$ cat src/design/awfp_pkg.sv
package awfp_pkg;

    localparam int BYTE_W        = 8;
    localparam int WEIGHT_W      = 32;
    localparam int POS_W         = 3;
    localparam int DIGIT_W       = 4;
    localparam int FRACTION_LIMIT_DEF = 4;

    localparam logic [BYTE_W-1:0] ASCII_ZERO  = 8'h30;
    localparam logic [BYTE_W-1:0] ASCII_NINE  = 8'h39;
    localparam logic [BYTE_W-1:0] ASCII_POINT = 8'h2E;

    // result of examining one byte against the current number state
    typedef struct packed {
        logic                term;
        logic [WEIGHT_W-1:0] acc;
        logic [POS_W-1:0]    pos;
        logic [WEIGHT_W-1:0] weight;
    } t_step;

    // ten to the power of the missing fraction digits
    function automatic logic [WEIGHT_W-1:0] pad_of(input logic [POS_W-1:0] e);
        logic [WEIGHT_W-1:0] p;
        case (e)
            3'd0:    p = 32'd1;
            3'd1:    p = 32'd10;
            3'd2:    p = 32'd100;
            3'd3:    p = 32'd1000;
            3'd4:    p = 32'd10000;
            3'd5:    p = 32'd100000;
            3'd6:    p = 32'd1000000;
            3'd7:    p = 32'd10000000;
            default: p = 32'd1;
        endcase
        return p;
    endfunction

endpackage

$ cat src/design/awfp_rx_if.sv
interface awfp_rx_if import awfp_pkg::*; ();
    logic              valid;
    logic              ready;
    logic [BYTE_W-1:0] rx_byte;

    modport source (output valid, output rx_byte, input ready);
    modport sink   (input valid, input rx_byte, output ready);
endinterface

$ cat src/design/awfp_weight_if.sv
interface awfp_weight_if import awfp_pkg::*; ();
    logic                valid;
    logic                ready;
    logic [WEIGHT_W-1:0] weight;

    modport source (output valid, output weight, input ready);
    modport sink   (input valid, input weight, output ready);
endinterface

$ cat src/design/awfp_step.sv
module awfp_step import awfp_pkg::*; #(
    parameter int FRACTION_LIMIT = FRACTION_LIMIT_DEF
) (
    input  logic [BYTE_W-1:0]   i_byte,
    input  logic [WEIGHT_W-1:0] i_acc,
    input  logic [POS_W-1:0]    i_pos,
    output t_step               o_step
);

    localparam logic [POS_W-1:0] LIMIT = POS_W'(FRACTION_LIMIT);

    logic                  is_digit;
    logic                  take_digit;
    logic [DIGIT_W-1:0]    dval;
    logic [WEIGHT_W-1:0]   acc10;
    logic [POS_W-1:0]      pad_exp;
    logic [WEIGHT_W-1:0]   prod;
    logic [BYTE_W-1:0]     doff;

    assign is_digit   = (i_byte >= ASCII_ZERO) && (i_byte <= ASCII_NINE);
    assign take_digit = is_digit && (i_pos < LIMIT);
    assign doff       = i_byte - ASCII_ZERO;
    assign dval       = doff[DIGIT_W-1:0];
    // times ten as two shifts and an add
    assign acc10      = (i_acc << 3) + (i_acc << 1);
    // position never runs past the limit, so this stays in range
    assign pad_exp    = LIMIT - i_pos;
    // only the low word is kept, which wraps as the weight must
    assign prod       = i_acc * pad_of(pad_exp);

    always_comb begin
        o_step.term   = 1'b0;
        o_step.acc    = i_acc;
        o_step.pos    = i_pos;
        o_step.weight = prod;
        if (take_digit) begin
            o_step.acc = acc10 + WEIGHT_W'(dval);
            if (i_pos != '0) begin
                o_step.pos = i_pos + POS_W'(1);
            end
        end else if (i_byte == ASCII_POINT) begin
            o_step.pos = POS_W'(1);
        end else begin
            o_step.term = 1'b1;
            o_step.acc  = '0;
            o_step.pos  = '0;
        end
    end

endmodule

$ cat src/design/ascii_weight_fixed_point_parser.sv
// ASCII weight parser: turns the byte stream of a weighing scale link into
// fixed-point weights scaled 10^FRACTION_LIMIT, or 10^(FRACTION_LIMIT-1) after a point.
// i_rx carries one received byte per request; digits build the number, a
// point starts the fraction and any other byte (or a digit past the last
// fraction place) ends it. o_weight carries one scaled weight per ended
// number; digits and points produce nothing on o_weight.
// Throughput: one byte per cycle, except that a terminator waits while the
// result register holds an untaken weight; the rate is set by the single
// pass of decode, times-ten add and pad multiply between the input register
// and the number state / result register.
// A terminating byte sits in the input register, then loads the result
// register once that is free, and its weight shows on o_weight from there.
// Reset clears the number state and both valid flags; no memory to clear.
// When the receiver stalls, the result register holds its weight and the
// block keeps taking digits and points; a second terminator waits in the
// input register, and i_rx.ready drops only then.
module ascii_weight_fixed_point_parser import awfp_pkg::*; #(
    parameter int FRACTION_LIMIT = FRACTION_LIMIT_DEF
) (
    input  logic          i_clk,
    input  logic          i_rst_n,
    awfp_rx_if.sink       i_rx,
    awfp_weight_if.source o_weight
);

    logic                r_in_valid;
    logic [BYTE_W-1:0]   r_in_byte;
    logic [WEIGHT_W-1:0] r_acc;
    logic [POS_W-1:0]    r_pos;
    logic                r_out_valid;
    logic [WEIGHT_W-1:0] r_out_weight;

    t_step n_step;
    logic  out_free;
    logic  advance;
    logic  load_out;

    awfp_step #(
        .FRACTION_LIMIT(FRACTION_LIMIT)
    ) u_step (
        .i_byte (r_in_byte),
        .i_acc  (r_acc),
        .i_pos  (r_pos),
        .o_step (n_step)
    );

    assign out_free = !r_out_valid || o_weight.ready;
    assign advance  = r_in_valid && (!n_step.term || out_free);
    assign load_out = advance && n_step.term;

    assign i_rx.ready      = !r_in_valid || advance;
    assign o_weight.valid  = r_out_valid;
    assign o_weight.weight = r_out_weight;

    always_ff @(posedge i_clk) begin
        if (!i_rst_n) begin
            r_in_valid  <= 1'b0;
            r_acc       <= '0;
            r_pos       <= '0;
            r_out_valid <= 1'b0;
        end else begin
            if (i_rx.ready) begin
                r_in_valid <= i_rx.valid;
            end
            if (advance) begin
                r_acc <= n_step.acc;
                r_pos <= n_step.pos;
            end
            if (load_out) begin
                r_out_valid <= 1'b1;
            end else if (o_weight.ready) begin
                r_out_valid <= 1'b0;
            end
        end
    end

    always_ff @(posedge i_clk) begin
        if (i_rx.valid && i_rx.ready) begin
            r_in_byte <= i_rx.rx_byte;
        end
        if (load_out) begin
            r_out_weight <= n_step.weight;
        end
    end

`ifndef SYNTHESIS
    // the fraction position never passes the last fraction place
    assert property (@(posedge i_clk) disable iff (!i_rst_n)
        r_pos <= POS_W'(FRACTION_LIMIT))
        else $error("fraction position beyond limit");

    // a finished number leaves the state cleared for the next one
    assert property (@(posedge i_clk) disable iff (!i_rst_n)
        load_out |=> (r_acc == '0) && (r_pos == '0) && r_out_valid)
        else $error("state not cleared after result");

    // a new weight never overwrites one the receiver has not taken
    assert property (@(posedge i_clk) disable iff (!i_rst_n)
        load_out |-> (!r_out_valid || o_weight.ready))
        else $error("pending weight overwritten");
`endif

endmodule
$ cat src/flat_wrapper.sv
// flat-port wrapper written by rule: the top's interface ports become plain ports
module ascii_weight_fixed_point_parser_flat import awfp_pkg::*;
#(
    parameter int FRACTION_LIMIT = FRACTION_LIMIT_DEF
)
  (i_clk, i_rst_n, i_rx_valid, i_rx_rx_byte, i_rx_ready, o_weight_valid, o_weight_weight, o_weight_ready);
  awfp_rx_if i_rx_i ();
  awfp_weight_if o_weight_i ();
  input  logic i_clk;
  input  logic i_rst_n;
  input wire logic [$bits(i_rx_i.valid)-1:0] i_rx_valid;
  input wire logic [$bits(i_rx_i.rx_byte)-1:0] i_rx_rx_byte;
  output wire logic [$bits(i_rx_i.ready)-1:0] i_rx_ready;
  output wire logic [$bits(o_weight_i.valid)-1:0] o_weight_valid;
  output wire logic [$bits(o_weight_i.weight)-1:0] o_weight_weight;
  input wire logic [$bits(o_weight_i.ready)-1:0] o_weight_ready;
  assign i_rx_i.valid = i_rx_valid;
  assign i_rx_i.rx_byte = i_rx_rx_byte;
  assign i_rx_ready = i_rx_i.ready;
  assign o_weight_valid = o_weight_i.valid;
  assign o_weight_weight = o_weight_i.weight;
  assign o_weight_i.ready = o_weight_ready;
  ascii_weight_fixed_point_parser #(.FRACTION_LIMIT(FRACTION_LIMIT)) u_core (.i_clk(i_clk), .i_rst_n(i_rst_n), .i_rx(i_rx_i), .o_weight(o_weight_i));
endmodule
$ cat config.mk
export PLATFORM = sky130hd
export DESIGN_NAME = ascii_weight_fixed_point_parser_flat
export DESIGN_NICKNAME = d
export VERILOG_FILES = /design/src/design/awfp_pkg.sv /design/src/design/awfp_rx_if.sv /design/src/design/awfp_weight_if.sv /design/src/design/awfp_step.sv /design/src/design/ascii_weight_fixed_point_parser.sv /design/src/flat_wrapper.sv
export SDC_FILE = /design/constraint.sdc
export NUM_CORES = 1
export LEC_CHECK = 0
export BUFFER_PORTS_ARGS = -buffer_cell sky130_fd_sc_hd__buf_2
export CORE_MARGIN = 3
export CORE_UTILIZATION = 30
export CTS_CLUSTER_SIZE = 25
export DETAILED_ROUTE_END_ITERATION = 7
export PLACE_DENSITY = 0.49
export SYNTH_ARGS = -nofsm -noshare
export SYNTH_HDL_FRONTEND = slang
export SYNTH_HIERARCHICAL = 1
export SYNTH_SLANG_ARGS = --single-unit
$ cat constraint.sdc
create_clock -name i_clk -period 19.05 [get_ports i_clk]
set_clock_uncertainty 0.05 [all_clocks]
set_input_delay 2.8575 -clock i_clk [delete_from_list [all_inputs] [get_ports i_clk]]
set_output_delay 2.8575 -clock i_clk [all_outputs]
set_load 0.02 [all_outputs]
==> results by group, run 1 <==
Run status
  – Outcome: complete, no violations

Cells and area
  – Design area: 20270 sq um
  – Storage cell area: 1942 sq um
  – Area of the multi-input gates: 15230 sq um
  – Area grow syn2layout: 6.996%
  – Share of cells above drive strength 1: 5.453%
  – # nets final: 2567
  – Final-layout fill cell count: 6427

Floorplanning
  – Die area: 66190 sq um
  – Core area: 62050 sq um
  – Num rows: 91
  – Die Ht: 257.3 microns
  – # IOs: 46
  – Die X: 257.3 microns
  – Initial Util: 30.52%

Yosys
  – Count of cell types in the netlist: 76
  – Synth top area share: 36.36%
  – Post-synth ARST share: 0%
  – EDFF count, synth: 40
  – Synth top area cells: fa_1, ha_1, inv_1, edfxtp_1, nand2_1
  – Avg Cell Area, Syn: 9.409 sq um
  – Most used flip-flop cell after synthesis: edfxtp_1
  – Post-synth top area cell: fa_1
  – Synthesized Nets: 2586
  – Sequential fraction of the synthesis area: 10.25%
  – YS warnings: 6
  – Seq cells post-synth: 77
  – Mapped Cells: 2013
  – Post-Syn Area: 18940 sq um

STA
  – RSZ-0062 raised after global routing: no
  – TNS Setup: 0 ns
  – F_max: 101.6 MHz
  – Normalized max-slew margin: 26.62%
  – Max Slew Vio Count: 0
  – Final hold violations: 0
  – Final setup violating endpoints: 0
  – Worst-Margin Slew: 1.099 ns
  – Fin crit share: 51.68%
  – Minimum clock period: 9.846 ns

Clock tree
  – Clock sinks: 77
  – Post_cts resized: 0
  – Clock Latency Late Sink: 0.39 ns
  – Clock transition at the registers of the reported paths: 0.08 ns
  – Hold buffer count at CTS: 0
  – Setup Buffers After CTS: 0
  – CTS H-tree depth: 3
  – CTS Buffer Depth: 2
  – Root buf cell: clkbuf_16
  – CTS Buf Count: 9
  – CTS tree: built

Global routing
  – Initial antenna violation count: 3
  – First-pass GRT wire length: 85.67 mm
  – Vias in the first global route: 14690
  – GRT Resource Usage Total: 16.78%
  – Grt ovf: 0
  – Largest net degree at the start of global routing: 81

Critical path
  – Data arrival time of the critical path: 9.90 ns
  – Slowest cell on crit path: fa_1
  – Crit path launch: u_core/r_pos[1]
  – Max FO, Critical Path: 80
  – WS Path Type: reg -> reg
  – Worst path max stage delay: 0.57 ns
  – Crit path required time: 19.10 ns
  – Crit end category: flip-flop
  – Worst R2R Setup Slack: 9.20 ns
  – Crit path top cell by count: fa_1
  – Setup crit start kind: flip-flop
  – Reg2reg start: u_core/r_pos[1]

Route
  – Routed Antenna Nets: 0
  – Via density: 4.847
  – Avg WL per Cell: 19.20 microns
  – Vias: 13750
  – DRC Markers: 0
  – First-pass DRT Iterations: 5
  – Initial detailed-routing violation count: 887
  – Drt total wl: 54.48 mm

Place
  – Input/output buffers: 45
  – HPWL Detailed: 43.81 mm
  – Global placer's final weighted congestion: 0.8718
  – Area of placed instances: 19960 sq um

Pwr
  – Leak pwr: 0.01042 uW
  – Worst IR Drop VDD: 29.13 uV
  – Pwr per Cell Area: 19.11 nW/um^2

Min path
  – HP Class: reg -> reg
  – Hold path start: u_core/r_acc[31]

Job
  – Max-cap violations: 0
==> report_power, final <==
group / leakage (uW) / switching [uW] / internal (uW)
combinational: 0.00958 / 14.6 / 6.99
clock: 0.000145 / 92.9 / 93.2
sequential: 0.000687 / 1.48 / 178
total: 0.0104 / 109 / 278
==> critical path: cells and delay by family (launching register included) <==
kind / cells / cell delay [ns]
compound gates: 5 / 1.46
buf+inv: 8 / 0.94
fa+ha+maj: 11 / 4.85
flops: 1 / 0.45
xor+xnor: 1 / 0.14
simple gates: 5 / 1.58
==> synthesized netlist by cell type, types with 4 or more instances <==
cell	number
a21oi_1	55
nor2b_1	5
xor2_1	21
clkbuf_1	84
fa_1	344
a211oi_1	6
dfxtp_1	37
o31ai_1	5
mux2i_1	36
and4_1	4
nor3_1	12
a21o_1	14
and3_1	123
inv_1	348
nand3_1	14
buf_2	5
ha_1	217
a31oi_1	8
and2_1	91
nand4_1	4
a22o_1	30
o21ai_0	28
xnor2_1	84
o21a_1	4
o211ai_1	4
edfxtp_1	40
o21bai_1	10
nand2b_1	6
buf_1	4
nor2_1	49
nand2_1	259
==> area by class of cell <==
type,count,area share [%]
Sequential cell,77,9.582
Inverter,348,6.446
Timing Repair Buffer,73,2.149
Clock buffer,9,1.111
Antenna cell,1,0.01235
Multi-Input combinational cell,1485,75.16
Clock inverter,7,0.3704
Tap cell,837,5.168
==> flip-flops by register name, summed over array words and instances, names as in the netlist <==
name	flops
u_core/o_weight.valid	1
u_core/o_weight.weight	32
u_core/r_acc	32
u_core/r_in_byte	8
u_core/r_in_valid	1
u_core/r_pos	3
==> cell usage in the layout, fill, tap and decap left out, types with 8 or more instances in the layout <==
cell type	Yosys	routed
nand2_1	259	259
and2_1	91	90
a21oi_1	55	55
mux2i_1	36	36
nand3_1	14	14
a21o_1	14	14
inv_1	348	348
nor3_1	12	12
fa_1	344	344
and3_1	123	123
clkbuf_16	0	9
o21ai_0	28	28
nor2_1	49	49
buf_4	1	28
a22o_1	30	30
edfxtp_1	40	40
xor2_1	21	21
a31oi_1	8	8
buf_2	5	45
o21bai_1	10	10
dfxtp_1	37	37
ha_1	217	217
xnor2_1	84	84
==> final timing paths <==
kind	endpoint	cells after the start
setup / recovery	u_core/o_weight.weight[31]	30
hold reg to reg	u_core/r_acc[31]	2
hold / removal	u_core/r_acc[31]	2
setup reg to reg	u_core/o_weight.weight[31]	30
==> per-stage QoR <==
stage	setup WS (ns)	total power [uW]	hold slack [ns]	cells	utilization, %
floorplan	10.58	199.3	0.3984	2013	-
global placement	9.386	205.4	0.4290	2820	32.17
detailed placement	9.136	205.5	0.4374	2820	32.17
CTS	9.093	397.4	0.4478	2836	32.65
global route	8.674	400.8	0.4798	2836	32.65
finish	9.204	387.2	0.4438	2837	32.66
==> kinds of logic after synthesis <==
logic type	share of synthesized area, %
simple gates	15.25
fa+ha+maj	50.69
buf+inv	9.493
compound gates	7.379
xor+xnor	4.974
flops	10.25
mux	1.962
==> routing by layer <==
metal | vias up | track usage (%) | wire length (microns)
li1 | 6373 | - | -
met4 | 0 | 5.213 | 1581
met5 | - | 0 | 0
met1 | 6948 | 22.80 | 24990
met2 | 366 | 27.18 | 24870
met3 | 63 | 3.021 | 3046
No activity file was read; power rests on OpenSTA's default activity.
==> run 2: changes to the inputs <==
Clock period 19.05 ns to 10.3 ns, I/O delays scaled along.
==> run 2 against run 1 <==
  * Setup slack got worse by 8.3 ns
  * Final cell count shrank 0.14%
  * Core utilization hardly changed
  * Largest power group is now sequential cells
  * Design area fell by 0.14%
  * Critical endpoint unchanged
  * Non-clock buffer count decreased by 3
  * First-iteration DRC count increased by 9.7%
  * Combinational power is 81% higher
  * Total power grew 82%
  * Sequential cell count is the same
  * Count of clock-buffer cells in the layout is the same
  * Global-route usage about the same
  * Routed wire length fell by 0.43%
==> results by group, run 2 (synthesis results as in run 1) <==
Clock tree
  – Hold buffer count at CTS: 0 (unchanged)
  – CTS tree: built
  – Clock transition at the registers of the reported paths: 0.07 ns (about the same)
  – CTS Buf Count: 9 (unchanged)
  – Clock sinks: 77 (unchanged)
  – Setup Buffers After CTS: 0 (unchanged)
  – Post_cts resized: 0 (unchanged)
  – CTS Buffer Depth: 2 (unchanged)
  – Root buf cell: clkbuf_16
  – Clock Latency Late Sink: 0.39 ns (about the same)
  – CTS H-tree depth: 3 (unchanged)

Cells and area
  – Final-layout fill cell count: 6460 (+0.51%)
  – Area of the multi-input gates: 15230 sq um (unchanged)
  – # nets final: 2564 (-0.12%)
  – Cell Count, Final, Fillers Out: 2833 (-0.14%)
  – Commonest non-fill, non-tap cell in the layout: inv_1
  – Area grow syn2layout: 6.851%
  – Most frequent cells in the layout: inv_1, fa_1, nand2_1, ha_1, and3_1
  – Final Core Density: 32.61% (-0.044 points)
  – Share of cells above drive strength 1: 5.311% (-0.14 points)
  – Antenna cells: 0 (-1)
  – Storage cell area: 1942 sq um (unchanged)

Floorplanning
  – Core area: 62050 sq um (unchanged)
  – Die area: 66190 sq um (unchanged)
  – # IOs: 46 (unchanged)
  – Initial Util: 30.52% (unchanged)
  – Die Ht: 257.3 microns (unchanged)
  – Die X: 257.3 microns (unchanged)
  – Num rows: 91 (unchanged)

Route
  – Avg WL per Cell: 19.15 microns (-0.29%)
  – Drt total wl: 54.25 mm (-0.43%)
  – Initial detailed-routing violation count: 973 (+9.7%)
  – Via density: 4.870 (+0.49%)
  – First-pass DRT Iterations: 5 (unchanged)
  – Routed Antenna Nets: 0 (unchanged)
  – Vias: 13800 (+0.35%)
  – DRC Markers: 0 (unchanged)

Pwr
  – Leak pwr: 0.01040 uW (-0.18%)
  – Pwr per Cell Area: 34.74 nW/um^2 (+82%)
  – Worst IR Drop VDD: 56.02 uV (+92%)
  – Total power: 703.0 uW (+82%)

STA
  – TNS Setup: 0 ns (unchanged)
  – Max Slew Vio Count: 0 (unchanged)
  – WHS: 0.4408 ns (-0.003042 ns)
  – Final hold violations: 0 (unchanged)
  – Fin crit share: 90.94% (+39 points)
  – RSZ-0062 raised after global routing: no
  – F_max: 106.8 MHz (+5.1%)
  – Worst-Margin Slew: 1.050 ns (-0.04912 ns)
  – Final setup violating endpoints: 0 (unchanged)
  – Normalized max-slew margin: 29.67% (+3.1 points)
  – Minimum clock period: 9.366 ns (-0.4793 ns)

Critical path
  – RR Endpoint: u_core/o_weight.weight[31]
  – Top Family by Delay on Critical Path: adder cells
  – Crit path required time: 10.36 ns (-8.74 ns)
  – Crit path top cell by count: fa_1
  – Reg2reg start: u_core/r_pos[1]
  – Reg2reg path depth: 29 (-3.3%)
  – Worst path max stage delay: 0.55 ns (-0.02 ns)
  – Setup crit start kind: flip-flop
  – Worst Setup EP: u_core/o_weight.weight[31]
  – Worst R2R Setup Slack: 0.93 ns (-8.27 ns)
  – Crit path launch: u_core/r_pos[1]
  – Max FO, Critical Path: 26 (-68%)
  – Crit end category: flip-flop
  – Slowest cell on crit path: fa_1
  – WP depth: 29 (-3.3%)
  – Buffer and inverter count on the worst path: 7 (-1)
  – Data arrival time of the critical path: 9.43 ns (-0.47 ns)
  – WS Path Type: reg -> reg

Place
  – HPWL Detailed: 43.91 mm (+0.23%)
  – Input/output buffers: 45 (unchanged)
  – Global placer's final weighted congestion: 0.9224 (+5.8%)
  – DP Cell Count: 2817 (-0.11%)

Global routing
  – Grt ovf: 0 (unchanged)
  – Largest net degree at the start of global routing: 76 (-6.2%)
  – Initial antenna violation count: 1 (-2)
  – First-pass GRT wire length: 86.07 mm (+0.47%)
  – GRT Resource Usage Total: 16.79% (about the same)
  – Vias in the first global route: 14890 (+1.4%)

Job
  – Max-cap violations: 0 (unchanged)

Min path
  – HP Class: reg -> reg

Run status
  – Outcome: complete, no violations
[run 2: worst register-to-register path, delay by kind of cell (launching register included)]
| family | cells | cell delay (ns) |
|---|---|---|
| AO/OA/AOI/OAI | 5 | 1.57 |
| buffers and inverters | 7 | 0.45 |
| XOR/XNOR | 1 | 0.14 |
| AND/OR/NAND/NOR | 5 | 1.48 |
| flip-flops | 1 | 0.45 |
| adder cells (fa/ha/maj) | 11 | 4.98 |
[run 2: power breakdown]
part           leakage (uW)  internal [uW]  switching (uW)
combinational       0.00957           12.8            26.4
sequential         0.000687            329            2.76
clock              0.000144            171             161
[run 2: area by class of cell]
type,instances,area share (%)
multi-input combinational,1485,75.26
sequential,77,9.595
inverter,348,6.454
tap,837,5.175
timing repair buffer,70,2.040
clock buffer,9,1.113
clock inverter,7,0.3586
[run 2: worst min path at each step]
stage	startpoint	to	cells after the start
after floorplan	u_core/r_acc[31]	u_core/r_acc[31]	2
after global placement	u_core/r_acc[31]	u_core/r_acc[31]	2
after detailed placement	u_core/r_acc[31]	u_core/r_acc[31]	2
after CTS	u_core/r_acc[31]	u_core/r_acc[31]	2
after global routing	u_core/r_acc[31]	u_core/r_acc[31]	2
final	u_core/r_acc[31]	u_core/r_acc[31]	2
[run 2: per-stage QoR]
step	setup WS [ns]	instance area, sq um
floorplan	1.834	18940
global placement	1.248	19940
detailed placement	0.9381	19940
CTS	0.9374	20240
global route	0.4265	20240
finish	0.9336	20240
[run 2: metal layers]
layer	track usage (%)	up-vias	part of all wire (%)
met5	0	-	0
met4	5.323	0	2.8
met3	1.929	75	4.7
met2	27.73	347	47
met1	23.03	7012	45
li1	-	6364	-
